## src/sv/sida_pkg.sv

```systemverilog
package sida_pkg;

	localparam int VALUE_BITS_DEF = 32;
	localparam int PC_BITS = 3;

	localparam logic [7:0] CHAR_ZERO  = 8'h30;
	localparam logic [7:0] CHAR_MINUS = 8'h2d;

	// decimal digits for the largest magnitude, 2^(vb-1); never too few
	function automatic int digits_for(input int vb);
		return ((vb * 1233) >> 12) + 1;
	endfunction

	typedef enum logic [2:0] {
		C_ALWAYS,
		C_NO_INPUT,
		C_MORE_BITS,
		C_POSITIVE,
		C_OUT_BUSY,
		C_LEAD_ZERO,
		C_EMIT_AGAIN
	} cond_t;

	typedef struct packed {
		logic load;
		logic dabble;
		logic emit_sign;
		logic skip;
		logic emit_digit;
	} ctrl_t;

	typedef struct packed {
		ctrl_t              act;
		cond_t              cond;
		logic [PC_BITS-1:0] target;
	} uword_t;

	typedef struct packed {
		logic out_busy;
		logic more_bits;
		logic neg;
		logic lead_zero;
		logic more_digits;
	} status_t;

endpackage

```

## src/sv/sida_seq.sv

```systemverilog
module sida_seq
	import sida_pkg::*;
(
	input  logic    clk,
	input  logic    arst_n,
	input  logic    in_valid,
	input  status_t stat,
	output logic    in_ready,
	output ctrl_t   ctrl
);

	localparam logic [PC_BITS-1:0] S_LOAD   = PC_BITS'(0);
	localparam logic [PC_BITS-1:0] S_DABBLE = PC_BITS'(1);
	localparam logic [PC_BITS-1:0] S_BRANCH = PC_BITS'(2);
	localparam logic [PC_BITS-1:0] S_SIGN   = PC_BITS'(3);
	localparam logic [PC_BITS-1:0] S_SKIP   = PC_BITS'(4);
	localparam logic [PC_BITS-1:0] S_DIGIT  = PC_BITS'(5);
	localparam logic [PC_BITS-1:0] S_RETURN = PC_BITS'(6);

	localparam ctrl_t A_NONE  = '{default: 1'b0};
	localparam ctrl_t A_LOAD  = '{load: 1'b1, default: 1'b0};
	localparam ctrl_t A_DAB   = '{dabble: 1'b1, default: 1'b0};
	localparam ctrl_t A_SIGN  = '{emit_sign: 1'b1, default: 1'b0};
	localparam ctrl_t A_SKIP  = '{skip: 1'b1, default: 1'b0};
	localparam ctrl_t A_DIGIT = '{emit_digit: 1'b1, default: 1'b0};

	function automatic uword_t ucode(input logic [PC_BITS-1:0] pc);
		uword_t w;
		case (pc)
			S_LOAD:   w = '{act: A_LOAD,  cond: C_NO_INPUT,   target: S_LOAD};
			S_DABBLE: w = '{act: A_DAB,   cond: C_MORE_BITS,  target: S_DABBLE};
			S_BRANCH: w = '{act: A_NONE,  cond: C_POSITIVE,   target: S_SKIP};
			S_SIGN:   w = '{act: A_SIGN,  cond: C_OUT_BUSY,   target: S_SIGN};
			S_SKIP:   w = '{act: A_SKIP,  cond: C_LEAD_ZERO,  target: S_SKIP};
			S_DIGIT:  w = '{act: A_DIGIT, cond: C_EMIT_AGAIN, target: S_DIGIT};
			S_RETURN: w = '{act: A_NONE,  cond: C_ALWAYS,     target: S_LOAD};
			default:  w = '{act: A_NONE,  cond: C_ALWAYS,     target: S_LOAD};
		endcase
		return w;
	endfunction

	logic [PC_BITS-1:0] pc_q;
	uword_t             uw;
	logic               take;

	assign uw = ucode(pc_q);

	always_comb begin
		case (uw.cond)
			C_ALWAYS:     take = 1'b1;
			C_NO_INPUT:   take = !in_valid;
			C_MORE_BITS:  take = stat.more_bits;
			C_POSITIVE:   take = !stat.neg;
			C_OUT_BUSY:   take = stat.out_busy;
			C_LEAD_ZERO:  take = stat.lead_zero;
			C_EMIT_AGAIN: take = stat.out_busy || stat.more_digits;
			default:      take = 1'b1;
		endcase
	end

	assign in_ready = uw.act.load;

	// actions only fire when their step really completes
	always_comb begin
		ctrl            = uw.act;
		ctrl.load       = uw.act.load & in_valid;
		ctrl.emit_sign  = uw.act.emit_sign & !stat.out_busy;
		ctrl.skip       = uw.act.skip & stat.lead_zero;
		ctrl.emit_digit = uw.act.emit_digit & !stat.out_busy;
	end

	always_ff @(posedge clk or negedge arst_n) begin
		if (!arst_n) begin
			pc_q <= S_LOAD;
		end else if (take) begin
			pc_q <= uw.target;
		end else begin
			pc_q <= pc_q + PC_BITS'(1);
		end
	end

endmodule

```

## src/sv/sida_dp.sv

```systemverilog
module sida_dp
	import sida_pkg::*;
#(
	parameter int VALUE_BITS = VALUE_BITS_DEF
) (
	input  logic                  clk,
	input  logic                  arst_n,
	input  logic [VALUE_BITS-1:0] value,
	input  ctrl_t                 ctrl,
	input  logic                  out_ready,
	output status_t               stat,
	output logic                  out_valid,
	output logic [7:0]            character,
	output logic                  last
);

	localparam int ND     = digits_for(VALUE_BITS);
	localparam int BCD_W  = 4 * ND;
	localparam int BCNT_W = $clog2(VALUE_BITS);
	localparam int DCNT_W = $clog2(ND + 1);

	logic [VALUE_BITS-1:0] mag_q;
	logic [BCD_W-1:0]      bcd_q;
	logic [BCD_W-1:0]      bcd_adj;
	logic [BCNT_W-1:0]     bcnt_q;
	logic [DCNT_W-1:0]     dcnt_q;
	logic                  neg_q;
	logic                  out_valid_q;
	logic [7:0]            char_q;
	logic                  last_q;
	logic [3:0]            top_digit;
	logic                  emit;

	// add 3 to every digit of 5 or more before the shift
	always_comb begin
		for (int i = 0; i < ND; i++) begin
			if (bcd_q[4*i +: 4] >= 4'd5) begin
				bcd_adj[4*i +: 4] = bcd_q[4*i +: 4] + 4'd3;
			end else begin
				bcd_adj[4*i +: 4] = bcd_q[4*i +: 4];
			end
		end
	end

	assign top_digit = bcd_q[BCD_W-1 -: 4];
	assign emit      = ctrl.emit_sign | ctrl.emit_digit;

	assign stat.out_busy    = out_valid_q && !out_ready;
	assign stat.more_bits   = bcnt_q != '0;
	assign stat.neg         = neg_q;
	assign stat.lead_zero   = (top_digit == 4'd0) && (dcnt_q != DCNT_W'(1));
	assign stat.more_digits = dcnt_q != DCNT_W'(1);

	always_ff @(posedge clk) begin
		if (ctrl.load) begin
			mag_q <= value[VALUE_BITS-1] ? (~value + VALUE_BITS'(1)) : value;
			bcd_q <= '0;
		end else if (ctrl.dabble) begin
			mag_q <= {mag_q[VALUE_BITS-2:0], 1'b0};
			bcd_q <= {bcd_adj[BCD_W-2:0], mag_q[VALUE_BITS-1]};
		end else if (ctrl.skip || ctrl.emit_digit) begin
			bcd_q <= {bcd_q[BCD_W-5:0], 4'd0};
		end
		if (ctrl.emit_sign) begin
			char_q <= CHAR_MINUS;
			last_q <= 1'b0;
		end else if (ctrl.emit_digit) begin
			char_q <= CHAR_ZERO | {4'd0, top_digit};
			last_q <= dcnt_q == DCNT_W'(1);
		end
	end

	always_ff @(posedge clk or negedge arst_n) begin
		if (!arst_n) begin
			bcnt_q      <= '0;
			dcnt_q      <= '0;
			neg_q       <= 1'b0;
			out_valid_q <= 1'b0;
		end else begin
			if (ctrl.load) begin
				bcnt_q <= BCNT_W'(VALUE_BITS - 1);
				dcnt_q <= DCNT_W'(ND);
				neg_q  <= value[VALUE_BITS-1];
			end else begin
				if (ctrl.dabble && bcnt_q != '0) begin
					bcnt_q <= bcnt_q - BCNT_W'(1);
				end
				if (ctrl.skip || ctrl.emit_digit) begin
					dcnt_q <= dcnt_q - DCNT_W'(1);
				end
			end
			if (emit) begin
				out_valid_q <= 1'b1;
			end else if (out_ready) begin
				out_valid_q <= 1'b0;
			end
		end
	end

	assign out_valid = out_valid_q;
	assign character = char_q;
	assign last      = last_q;

endmodule

```

## src/sv/signed_int_to_decimal_ascii.sv

```systemverilog
// channel  direction  tdata (low bit up)                 tlast
// s_axis   in         value [VALUE_BITS-1:0], zero pad    -
// m_axis   out        character [7:0]                     last character of the number
//
// one number passes the idle step, the bit-serial bcd shift loop, a sign branch, a minus
// sign step when negative, the leading zero skip and the digit emit over ND digits, where ND
// is the digit capacity (10 at 32 bits), and a return step to idle.
// the shift loop takes one bit per cycle and the single output register gives one character
// per cycle while m_axis_tready holds high; a new number is taken only at the idle step.
// arst_n clears the step counter and the output valid; m_axis_tready low stalls the
// sequencer on its emit step with the word held.
module signed_int_to_decimal_ascii
	import sida_pkg::*;
#(
	parameter int VALUE_BITS = VALUE_BITS_DEF
) (
	input  logic                                clk,
	input  logic                                arst_n,
	input  logic                                s_axis_tvalid,
	output logic                                s_axis_tready,
	input  logic [((VALUE_BITS + 7) / 8)*8-1:0] s_axis_tdata,  // value
	output logic                                m_axis_tvalid,
	input  logic                                m_axis_tready,
	output logic [7:0]                          m_axis_tdata,  // character
	output logic                                m_axis_tlast
);

	ctrl_t   ctrl;
	status_t stat;

	sida_seq u_seq (
		.clk      (clk),
		.arst_n   (arst_n),
		.in_valid (s_axis_tvalid),
		.stat     (stat),
		.in_ready (s_axis_tready),
		.ctrl     (ctrl)
	);

	sida_dp #(
		.VALUE_BITS (VALUE_BITS)
	) u_dp (
		.clk       (clk),
		.arst_n    (arst_n),
		.value     (s_axis_tdata[VALUE_BITS-1:0]),
		.ctrl      (ctrl),
		.out_ready (m_axis_tready),
		.stat      (stat),
		.out_valid (m_axis_tvalid),
		.character (m_axis_tdata),
		.last      (m_axis_tlast)
	);

	// only a minus sign or a decimal digit ever leaves
	a_char_legal: assert property (@(posedge clk) disable iff (!arst_n)
		m_axis_tvalid |-> (m_axis_tdata == CHAR_MINUS) ||
		((m_axis_tdata >= CHAR_ZERO) && (m_axis_tdata <= CHAR_ZERO + 8'd9)))
		else $error("illegal output character");

	// a minus sign is never the end of a number
	a_sign_not_last: assert property (@(posedge clk) disable iff (!arst_n)
		m_axis_tvalid && (m_axis_tdata == CHAR_MINUS) |-> !m_axis_tlast)
		else $error("minus sign marked last");

	// the converter is busy right after taking a word
	a_busy_after_load: assert property (@(posedge clk) disable iff (!arst_n)
		s_axis_tvalid && s_axis_tready |=> !s_axis_tready)
		else $error("input taken during conversion");

endmodule

```

## config.mk

```make
export PLATFORM = sky130hd
export DESIGN_NAME = signed_int_to_decimal_ascii
export DESIGN_NICKNAME = d
export VERILOG_FILES = /design/src/sv/sida_pkg.sv /design/src/sv/sida_seq.sv /design/src/sv/sida_dp.sv /design/src/sv/signed_int_to_decimal_ascii.sv
export SDC_FILE = /design/constraint.sdc
export NUM_CORES = 1
export LEC_CHECK = 0
export BUFFER_PORTS_ARGS = -buffer_cell sky130_fd_sc_hd__buf_2
export CORE_AREA = 2 2 155 157
export CTS_BUF_LIST = sky130_fd_sc_hd__clkbuf_8 sky130_fd_sc_hd__clkbuf_16
export DETAILED_ROUTE_END_ITERATION = 16
export DIE_AREA = 0 0 157 159
export PLACE_DENSITY = 0.47
export SETUP_SLACK_MARGIN = 0.05
export SLEW_MARGIN = 25
export SYNTH_ARGS = -nofsm -noshare
export SYNTH_HDL_FRONTEND = slang
export SYNTH_HIERARCHICAL = 1
export SYNTH_SLANG_ARGS = --single-unit
```

## constraint.sdc

```tcl
create_clock -name clk -period 7.2 [get_ports clk]
set_clock_uncertainty 0.1 [all_clocks]
set_input_delay 0.36 -clock clk [delete_from_list [all_inputs] [get_ports clk]]
set_output_delay 0.36 -clock clk [all_outputs]
set_load 0.005 [all_outputs]
```

* Word-level counts from Yosys, hierarchy flattened
Index checks and enable logic that the tools add are counted.
** Word-level totals
- Bits in registers :: 92
- Input port bits :: 36
- Output and inout port bits :: 11
- Word-level logic and storage cells :: 93
** Operators by class
- Add/subtract/negate cells :: 14
- Order comparisons :: 10
- Eq/ne operators :: 13
- Multiplexer cells :: 24
- Bitwise gates (word level) :: 6
- Reductions and logical operators :: 17
** Operator list (number)
- $mux 32 :: 3
- $mux 40 :: 2
- $pmux 11 s6 :: 1
- $mux 4 :: 11
- $ge 4x3->1 const B :: 10
- $add 4x2->4 const B :: 9
- $add 32x1->32 const B :: 1
- $not 32->32 :: 1
- $eq 3x3->1 const B :: 5
- $eq 3x2->1 const B :: 4
- $mux 5 :: 2
- $reduce_bool 2->1 :: 5
- $eq 3x1->1 const B :: 2
- $mux 3 :: 2
- $pmux 1 s6 :: 1
- $reduce_bool 5->1 :: 1
- $sub 5x1->5 const B :: 1
- $and 1x1->1 :: 4
- $eq 4x1->1 const B :: 1
- $logic_not 1->1 :: 4
- $logic_not 4->1 :: 1
- $ne 4x1->1 const B :: 1
- $sub 4x1->4 const B :: 1
- $add 3x1->3 const B :: 1
- other kinds (6) :: 10

* Logic depth before layout (Yosys ltp)
Gate-level depths: netlist (run 1).
- Word-level depth :: 7
- Gate-level depth with buffers :: 11
- Depth with buffers taken out :: 10

* Modules after synthesis
The synthesis (run 1) kept the hierarchy.
** By module, submodules not included
- sida_dp :: instances 1, cells each 602, area an instance 5295.1 µm²
- sida_seq :: instances 1, cells each 55, area an instance 475.5 µm²

* Worst setup path after synthesis (run 1)
OpenSTA, ideal clock, no wires.
- Path kind :: flip-flop to flip-flop
- Start :: register u_seq.pc_q[1]
- End :: register u_dp.mag_q[0], enable pin
- Library setup time :: 375 ps
- Data arrival time :: 2237 ps
- Required time :: 6725 ps
- Path slack :: 4489 ps
- Stages on the path, launching flop included :: 9
- Clock period less this slack :: 2711 ps
- Cells stage by stage :: dfrtp_1 > inv_1 > ha_1 > inv_1 > nor2_1 > clkbuf_1 > clkbuf_1 > clkbuf_1 > or2_2
** RTL lines
- start: declaration :: line sida_seq.sv:42 : logic [PC_BITS-1:0] pc_q;
- start signal: assignment :: line sida_seq.sv:76 : pc_q <= uw.target;
- start signal: assignment :: line sida_seq.sv:78 : pc_q <= pc_q + PC_BITS'(1);
- end signal: assignment :: line sida_dp.sv:56 : mag_q <= value[VALUE_BITS-1] ? (~value + VALUE_BITS'(1)) : value;
- end signal: assignment :: line sida_dp.sv:59 : mag_q <= {mag_q[VALUE_BITS-2:0], 1'b0};
- end: declaration :: line sida_dp.sv:22 : logic [VALUE_BITS-1:0] mag_q;

==> flow_metrics.py, run 1 <==
metrics = {
    "run_status": {
        "status": "complete, no violations",
    },
    "sta": {
        "fmax_mhz": 297,
        "worstMarginPinSlew_ns": 0.894,
        "hold_viol_final": 0,
        "rsz0062_at_grt": "no",
        "setup_tns_ns": 0,
        "relSlewSlack_pct": 40.1,
        "finalSetupViolations": 0,
        "layout_min_cycle_time_ns": 3.36,
        "fin_crit_sh_pct": 46.7,
        "hold_slack_ns": 0.254,
        "finalMaxSlewViolations": 0,
    },
    "clock_network": {
        "clock_path_buffers": 2,
        "cts_setup_buffers": 0,
        "root_buffer": "clkbuf_16",
        "numCtsBuffers": 9,
        "postCtsResizedCells": 0,
        "clk_latency_ns": 0.35,
        "clk_pin_slew_ns": 0.07,
        "cts_num_sinks": 92,
        "htreeDepth": 3,
        "tritoncts": "yes",
        "hold_buffers": 1,
    },
    "final_layout": {
        "finalNonFillerCells": 1004,
        "area_growth_pct": 14.4,
        "nets": 748,
        "fin_util_pct": 28.5,
        "drive_above_1_share_pct": 12.8,
        "diodes": 0,
        "fin_area_um2": 6600,
    },
    "yosys": {
        "avgSynthCellArea_um2": 8.78,
        "synthFlopType": "dfxtp_1",
        "yosysSeqAreaShare_pct": 38.7,
        "ys_types": 65,
        "ys_ff_latch": 92,
        "syn-cell-area_um2": 5770,
        "synth_edf_count": 32,
        "syn_inst": 657,
        "yosys_warnings": 6,
        "async_reset_ff_share_pct": 15.2,
    },
    "die": {
        "die_area_um2": 25000,
        "core_area_um2": 23200,
        "die_w_um": 157,
        "fp-row-count": 56,
        "ios": 47,
        "die_h_um": 159,
        "start_util_pct": 24.9,
    },
    "setup_path": {
        "critPathKind": "register to register",
        "cp.required_ns": 7.38,
        "reg2regPathDepth": 9,
        "r2r_slack_ns": 3.84,
        "r2r_end": "u_dp/bcd_q[23]$_SDFFE_PP0P_",
        "arrival_ns": 3.54,
        "r2r_start": "u_seq/pc_q[1]$_DFF_PN0_",
        "cp-end-kind": "register",
        "start_kind": "register",
        "cp_max_fo": 45,
    },
    "placed_design": {
        "post_dp_cell_area_um2": 6280,
        "dp_hpwl_um": 8500,
        "dp.cells": 987,
        "routabilityCongestion": 0.793,
        "io_buffer_count": 43,
    },
    "run": {
        "cap_violations": 0,
    },
    "routing": {
        "drtPass1Iterations": 4,
        "drt-total-wl_um": 12700,
        "drt-wirelength-per-cell_um": 12.6,
        "ant_nets": 0,
        "drtIter0Drc": 196,
        "viasPerCell": 4.59,
        "vias": 4608,
        "drcViolationCount": 0,
    },
    "power": {
        "power.density_nw_per_um2": 436,
        "ir_drop_mv": 0.158,
        "p_leak_nw": 2.52,
    },
    "min_path": {
        "worstHoldStart": "s_axis_tdata[0]",
        "min_path_type": "primary input to register",
        "hold_end": "u_dp/mag_q[0]$_SDFFCE_PN0P_",
        "worstHoldPathCells": 2,
    },
    "grt": {
        "grt_first_pass_wirelength_um": 21900,
        "grt_pass1_vias": 4382,
        "grt_max_degree": 70,
        "grt-ovfl-total": 0,
        "antenna_found_initial": 0,
        "grt_util_all_layers_pct": 10.5,
    },
}
==> how the worst max path moves through the flow <==
stage	from	to	slack (ns)	cells after the start
2_1_floorplan	u_seq/pc_q[1]$_DFF_PN0_	u_dp/mag_q[0]$_SDFFCE_PN0P_	4.49	8
3_3_place_gp	u_seq/pc_q[1]$_DFF_PN0_	u_dp/bcd_q[39]$_SDFFE_PP0P_	3.88	9
3_5_place_dp	u_seq/pc_q[1]$_DFF_PN0_	u_dp/bcd_q[39]$_SDFFE_PP0P_	3.80	9
4_1_cts	u_seq/pc_q[1]$_DFF_PN0_	u_dp/bcd_q[39]$_SDFFE_PP0P_	3.78	9
5_1_grt	u_seq/pc_q[1]$_DFF_PN0_	u_dp/bcd_q[31]$_SDFFE_PP0P_	3.41	9
6_report	u_seq/pc_q[1]$_DFF_PN0_	u_dp/bcd_q[23]$_SDFFE_PP0P_	3.84	9
==> where the power goes <==
group	internal, mW	switching (mW)	leakage, nW
logic	0.554	0.802	1.52
registers	0.844	0.191	0.838
clock network	0.276	0.208	0.156
total	1.67	1.20	2.52
==> routing by layer <==
metal / part of all wire [%] / routed length, µm / vias up / global-route usage (%)
li1: - / - / 2403 / -
met3: 2.7 / 347 / 13 / 1.42
met4: 1.6 / 205 / 0 / 4.00
met1: 53 / 6720 / 2121 / 15.1
met2: 43 / 5390 / 71 / 16.0
met5: 0 / 0 / - / 0
==> stage by stage <==
stage	total power [mW]	setup WS, ns
2_1_floorplan	2.08	4.49
3_3_place_gp	2.42	3.88
3_5_place_dp	2.41	3.80
4_1_cts	2.92	3.78
5_1_grt	3.16	3.41
6_report	2.88	3.84
==> area by class of cell <==
cell class              instances  area (µm²)
clock buffers                  12         278
multi-input cells             494        3270
fillers                      2499       16600
flip-flops and latches         92        2230
clock inverters                 4        30.0
inverters                      35         131
repair buffers                 48         255
well taps                     319         399
==> synth_stat cells, types with 3 or more instances <==
cell type / n / area [µm²]
a211o_1: 4 / 35.0
a211oi_1: 36 / 270
a21oi_1: 72 / 360
a31oi_1: 3 / 18.8
a32oi_1: 9 / 78.8
and2_1: 11 / 68.8
buf_1: 3 / 11.3
buf_4: 4 / 30.0
clkbuf_1: 29 / 109
dfrtp_1: 14 / 350
dfxtp_1: 46 / 921
edfxtp_1: 32 / 961
ha_1: 32 / 400
inv_1: 33 / 124
mux2i_1: 4 / 40.0
nand2_1: 36 / 135
nand2b_1: 14 / 87.6
nand3_1: 7 / 35.0
nor2_1: 75 / 282
nor2b_1: 6 / 37.5
nor3_1: 12 / 60.1
nor3b_1: 9 / 67.6
nor4_1: 5 / 31.3
o21ai_0: 48 / 240
o31ai_1: 13 / 97.6
o41ai_1: 3 / 26.3
o41ai_2: 3 / 48.8
or2_2: 4 / 25.0
or3_1: 4 / 25.0
xnor2_1: 16 / 140
xor2_1: 28 / 245
==> state kept, by name (all words and copies together), names as in the netlist <==
signal          cells
u_dp/out_valid      1
u_dp/last           1
u_dp/bcnt_q         5
u_dp/neg_q          1
u_dp/mag_q         32
u_dp/dcnt_q         4
u_dp/character      5
u_seq/pc_q          3
u_dp/bcd_q         40
==> critical path: stages, from the launching register on <==
cell and delay, ns:
dfrtp_1 0.48, inv_1 0.17, ha_1 0.26, inv_1 0.12
nor2_4 0.46, buf_4 0.50, clkinv_1 0.58, nor3_1 0.33
o21ai_0 0.10, a21oi_1 0.16
==> cell families after synthesis <==
kind of cell / share of synthesized area, %
flops: 38.7
other cells: 0.130
mux: 1.15
fa+ha+maj: 6.94
compound gates: 22.4
simple gates: 19.1
xor+xnor: 6.68
buf+inv: 4.97
==> placed cells by master (no fill, tap or decap), types with 10 or more instances in the layout <==
cell type  netlist  layout
xnor2_1         16      16
nand2b_1        14      14
buf_2            1      43
and2_1          11      10
a211oi_1        36      36
inv_1           33      34
xor2_1          28      28
ha_1            32      32
o21ai_0         48      48
o31ai_1         13      13
clkbuf_16        0      10
nor3_1          12      12
nor2_1          75      73
dfrtp_1         14      14
edfxtp_1        32      32
dfxtp_1         46      46
a21oi_1         72      72
nand2_1         36      36
No activity file was read; power rests on OpenSTA's default activity.
==> run 2: changes to the inputs <==
Clock period 7.2 ns to 3.4 ns, I/O delays scaled along.
==> flow_metrics.py, run 2 (synthesis gave the netlist of run 1 again) <==
metrics = {
    "setup_path": {
        "arrival_ns": 2.92,
        "cp_max_fo": 34,
        "cp-end-kind": "register",
        "critPathKind": "register to register",
        "start_kind": "register",
        "cp.required_ns": 3.57,
    },
    "sta": {
        "finalMaxSlewViolations": 0,
        "fmax_mhz": 364,
        "layout_min_cycle_time_ns": 2.74,
        "worstMarginPinSlew_ns": 0.901,
        "relSlewSlack_pct": 39.6,
        "rsz0062_at_grt": "no",
        "finalSetupViolations": 0,
        "hold_viol_final": 0,
        "fin_crit_sh_pct": 80.7,
        "setup_tns_ns": 0,
    },
    "die": {
        "die_area_um2": 25000,
        "fp-row-count": 56,
        "die_w_um": 157,
        "start_util_pct": 24.9,
        "die_h_um": 159,
        "ios": 47,
        "core_area_um2": 23200,
    },
    "routing": {
        "drtPass1Iterations": 4,
        "viasPerCell": 4.67,
        "drtIter0Drc": 230,
        "ant_nets": 0,
        "vias": 4700,
        "drcViolationCount": 0,
        "drt-wirelength-per-cell_um": 13.2,
        "drt-total-wl_um": 13300,
    },
    "final_layout": {
        "nets": 750,
        "largestRegisters": "u_dp/bcd_q: 40 flops, u_dp/mag_q: 32 flops",
        "largest_register_ffs": 40,
        "layout_commonest_cell": "nor2_1",
        "mostFrequentLayoutCells": "nor2_1 (73), a21oi_1 (72), o21ai_0 (48)",
        "seq_area_um2": 2230,
        "fillers": 2471,
        "regMostFlops": "u_dp/bcd_q",
        "drive_above_1_share_pct": 12.8,
        "fin_util_pct": 28.4,
        "fin_area_um2": 6580,
        "multi_input_area_um2": 3270,
        "diodes": 0,
        "area_growth_pct": 14.0,
    },
    "grt": {
        "grt-ovfl-total": 0,
        "grt_pass1_vias": 4477,
        "antenna_found_initial": 0,
        "grt_max_degree": 113,
        "grt_first_pass_wirelength_um": 22700,
        "grt_util_all_layers_pct": 11.0,
    },
    "clock_network": {
        "cts_setup_buffers": 0,
        "root_buffer": "clkbuf_16",
        "hold_buffers": 1,
        "postCtsResizedCells": 0,
        "tritoncts": "yes",
        "clk_latency_ns": 0.35,
        "htreeDepth": 3,
        "numCtsBuffers": 9,
        "cts_num_sinks": 92,
        "clk_pin_slew_ns": 0.07,
        "clock_path_buffers": 2,
    },
    "power": {
        "power.density_nw_per_um2": 919,
        "ir_drop_mv": 0.317,
        "p_leak_nw": 2.51,
    },
    "placed_design": {
        "routabilityCongestion": 0.793,
        "io_buffer_count": 43,
        "post_dp_cell_area_um2": 6310,
        "dp_hpwl_um": 8720,
    },
    "run": {
        "cap_violations": 0,
    },
    "min_path": {
        "min_path_type": "primary input to register",
    },
    "run_status": {
        "status": "complete, no violations",
    },
}
[run 2: changes by cell type in the layout (fill, tap and decap cells not counted), sizes merged]
cell / before / now
buf: 47 / 49
clkinvlp: 0 / 2
clkbuf: 12 / 9
clkinv: 3 / 4
[run 2: final cells by class]
class | instances | share of cell area (%)
clock buffers | 9 | 3.42
clock inverters | 7 | 0.551
inverters | 35 | 2.00
multi-input cells | 494 | 49.7
flip-flops and latches | 92 | 33.9
well taps | 319 | 6.07
repair buffers | 50 | 4.30
[run 2: path summary, 6_finish.rpt]
| path | end | from | slack [ns] | cells past startpoint |
|---|---|---|---|---|
| hold reg to reg | u_dp/character[4]$_SDFFE_PP0P_ | u_dp/character[4]$_SDFFE_PP0P_ | 0.37 | 2 |
| setup / recovery | u_dp/bcd_q[7]$_SDFFE_PP0P_ | u_seq/pc_q[1]$_DFF_PN0_ | 0.66 | 8 |
| max in group asynchronous | u_seq/pc_q[1]$_DFF_PN0_ | arst_n | 2.78 | 2 |
| setup reg to reg | u_dp/bcd_q[7]$_SDFFE_PP0P_ | u_seq/pc_q[1]$_DFF_PN0_ | 0.66 | 8 |
| hold / removal | u_dp/mag_q[0]$_SDFFCE_PN0P_ | s_axis_tdata[0] | 0.06 | 2 |
| min in group asynchronous | u_seq/pc_q[2]$_DFF_PN0_ | arst_n | 0.16 | 2 |
[run 2: critical path, stage by stage, from the launching register on]
cell and delay (ns):
dfrtp_1 0.49, inv_1 0.17, ha_1 0.25, inv_1 0.11, nor3_1 0.43, nor2_4 0.25, nor2_1 0.59, a32oi_1 0.12
a21oi_1 0.16
[run 2: metrics by stage]
step / std cells / hold WS (ns) / power, mW / setup WS (ns)
floorplan: 658 / -0.226 / 4.40 / 0.689
global placement: 989 / 0.00192 / 5.16 / 0.758
detailed placement: 989 / 0.0102 / 5.15 / 0.654
CTS: 1006 / 0.0447 / 6.13 / 0.638
global route: 1006 / 0.0626 / 6.66 / 0.315
finish: 1006 / 0.0583 / 6.05 / 0.656
[run 2: per-layer routing]
layer	track usage [%]	up-vias	share of wire, %	routed length, µm
met4	3.25	0	1.1	141
met2	16.3	72	43	5660
met5	0	-	0	0
met1	16.0	2221	53	7030
met3	2.34	10	3.4	456
li1	-	2397	-	-
[run 2: power breakdown]
group | switching (mW) | internal [mW]
Sequential | 0.396 | 1.79
Clock | 0.442 | 0.486
Combinational | 1.74 | 1.20
==> run 3: changes to the inputs <==
Settings changed: ABC_AREA set to 1, CORE_AREA 2 2 155 157 to 2 2 158 160, DIE_AREA 0 0 157 159 to 0 0 160 162, PLACE_DENSITY 0.47 to 0.48.
Clock period 3.4 ns to 2.2 ns, I/O delays scaled along.
==> flow_metrics.py, run 3 <==
metrics = {
    "grt": {
        "grt_pass1_vias": 5139,
        "grt-ovfl-total": 0,
        "grt_max_degree": 35,
        "grt_first_pass_wirelength_um": 25000,
        "antenna_found_initial": 0,
        "grt_util_all_layers_pct": 11.7,
    },
    "yosys": {
        "ys_ff_latch": 92,
        "async_reset_ff_share_pct": 15.2,
        "synth.most_common_cell": "nand2_1",
        "yosysSeqAreaShare_pct": 37.3,
        "synth_top_cell_area_share_pct": 16.1,
        "ys_top_cells_by_count": "nand2_1 (158), o21ai_0 (120), inv_1 (96)",
        "yosys_warnings": 6,
        "avgSynthCellArea_um2": 7.33,
        "syn_inst": 816,
        "synthTopCellsByArea": "edfxtp_1 (16%), dfxtp_1 (15%), o21ai_0 (10%)",
        "synth_edf_count": 32,
        "syn-cell-area_um2": 5980,
        "synthFlopType": "dfxtp_1",
        "ys_types": 44,
        "synth_top_cell_by_area": "edfxtp_1",
    },
    "sta": {
        "rsz0062_at_grt": "no",
        "hold_viol_final": 0,
        "finalSetupViolations": 0,
        "fin_crit_sh_pct": 90.5,
        "fmax_mhz": 502,
        "setup_tns_ns": 0,
        "relSlewSlack_pct": 66.0,
        "worstMarginPinSlew_ns": 0.504,
        "finalMaxSlewViolations": 0,
        "layout_min_cycle_time_ns": 1.99,
    },
    "clock_network": {
        "clk_pin_slew_ns": 0.07,
        "clk_latency_ns": 0.35,
        "tritoncts": "yes",
        "root_buffer": "clkbuf_16",
        "numCtsBuffers": 9,
        "htreeDepth": 3,
        "cts_num_sinks": 92,
        "clock_path_buffers": 2,
    },
    "die": {
        "die_w_um": 160,
        "fp-row-count": 57,
        "core_area_um2": 24100,
        "die_h_um": 162,
        "start_util_pct": 24.8,
        "ios": 47,
        "die_area_um2": 25900,
    },
    "final_layout": {
        "multi_input_area_um2": 3220,
        "area_growth_pct": 17.3,
        "largestRegisters": "u_dp/bcd_q: 40 flops, u_dp/mag_q: 32 flops",
        "mostFrequentLayoutCells": "nand2_1 (157), o21ai_0 (118), inv_1 (96)",
        "nets": 934,
        "regMostFlops": "u_dp/bcd_q",
        "drive_above_1_share_pct": 13.3,
        "seq_area_um2": 2230,
        "fillers": 2749,
        "largest_register_ffs": 40,
        "layout_commonest_cell": "nand2_1",
        "diodes": 0,
    },
    "placed_design": {
        "io_buffer_count": 43,
        "routabilityCongestion": 0.814,
        "dp_hpwl_um": 10900,
    },
    "power": {
        "finalPower_mw": 10.1,
        "power.density_nw_per_um2": 1440,
        "p_leak_nw": 3.12,
        "ir_drop_mv": 0.440,
    },
    "routing": {
        "drt-wirelength-per-cell_um": 12.4,
        "drtPass1Iterations": 4,
        "ant_nets": 0,
        "vias": 5347,
        "drt-total-wl_um": 14800,
        "drtIter0Drc": 244,
        "drcViolationCount": 0,
        "viasPerCell": 4.47,
    },
    "run_status": {
        "status": "complete, no violations",
    },
    "setup_path": {
        "critPathKind": "register to register",
        "cp.required_ns": 2.34,
        "cp_max_fo": 10,
        "cp-end-kind": "register",
        "start_kind": "register",
        "arrival_ns": 2.13,
    },
    "run": {
        "cap_violations": 0,
    },
    "min_path": {
        "min_path_type": "primary input to register",
    },
}
-- run 3: cell families (layout without fill, tap and decap cells) --
| logic type | after synthesis | after routing | synth area share [%] |
|---|---|---|---|
| AOI/OAI and AO/OA | 205 | 205 | 18.8 |
| adders and majority gates | 32 | 32 | 6.69 |
| and+or+nand+nor | 322 | 322 | 23.7 |
| xor gates and xnor gates | 27 | 27 | 3.95 |
| other | 2 | 3 | 0.126 |
| DFF | 92 | 92 | 37.3 |
| buffers and inverters | 136 | 190 | 9.39 |
-- run 3: metrics by stage --
stage / util (%) / area, µm² / hold WS (ns) / instances / setup slack, ns
final: 29.1 / 7010 / 0.0526 / 1195 / 0.209
after global routing: 29.1 / 7010 / 0.0788 / 1195 / 0.0501
after CTS: 29.0 / 6990 / 0.0414 / 1194 / 0.0683
after detailed placement: 27.6 / 6660 / -0.0620 / 1175 / 0.0506
after global placement: 27.6 / 6660 / -0.0593 / 1175 / 0.0469
after floorplan: - / 6000 / -0.286 / 817 / 0.0525
-- run 3: final cells by class --
cell class / count / share of cell area [%]
Clock buffer: 11 / 3.76
Multi-Input combinational cell: 589 / 45.9
Timing Repair Buffer: 71 / 6.64
Inverter: 103 / 5.62
Sequential cell: 92 / 31.8
Tap cell: 324 / 5.78
Clock inverter: 5 / 0.517
-- run 3: where the power goes --
part	internal, mW	switching (mW)	total, mW
sequential	2.85	0.548	3.40
combinational	1.97	3.15	5.12
clock	0.871	0.708	1.58
total	5.69	4.41	10.1
-- run 3: path summary, 6_finish.rpt --
| kind | from | to | slack (ns) | cells past startpoint |
|---|---|---|---|---|
| hold reg to reg | u_dp/character[1]$_SDFFE_PP0P_ | u_dp/character[1]$_SDFFE_PP0P_ | 0.36 | 2 |
| setup / recovery | u_dp/bcd_q[37]$_SDFFE_PP0P_ | u_dp/bcd_q[38]$_SDFFE_PP0P_ | 0.21 | 12 |
| max in group asynchronous | arst_n | u_dp/dcnt_q[0]$_DFFE_PN0P_ | 1.64 | 2 |
| setup reg to reg | u_dp/bcd_q[37]$_SDFFE_PP0P_ | u_dp/bcd_q[38]$_SDFFE_PP0P_ | 0.21 | 12 |
| hold / removal | s_axis_tdata[30] | u_dp/mag_q[30]$_DFFE_PP_ | 0.05 | 4 |
| min in group asynchronous | arst_n | u_dp/out_valid$_DFFE_PN0P_ | 0.09 | 2 |
-- run 3: routing by layer --
layer,part of all wire [%],GRT usage (%),up-vias
li1,-,-,2829
met1,50,15.4,2416
met2,45,19.4,83
met3,3.4,1.89,19
met4,1.8,4.26,0
met5,0,0,-
-- run 3: what timing repair did --
| item | CTS | global route |
|---|---|---|
| setup endpoints to repair | 5 | 33 |
| pin swaps | 0 | 1 |
| gates resized for setup | 1 | 10 |
| hold buffers | 3 | 0 |
| endpoints found under the hold margin | 16 | 0 |
| setup buffers | 0 | 1 |
-- run 3: critical path: stages (launching register included) --
cell	delay (ns)
dfxtp_1	0.35
inv_1	0.10
ha_1	0.20
and3_1	0.18
nand2_1	0.07
nor2_2	0.05
nor2_4	0.16
inv_4	0.08
nor2_8	0.09
inv_4	0.07
buf_4	0.17
o21ai_0	0.18
a21oi_1	0.06
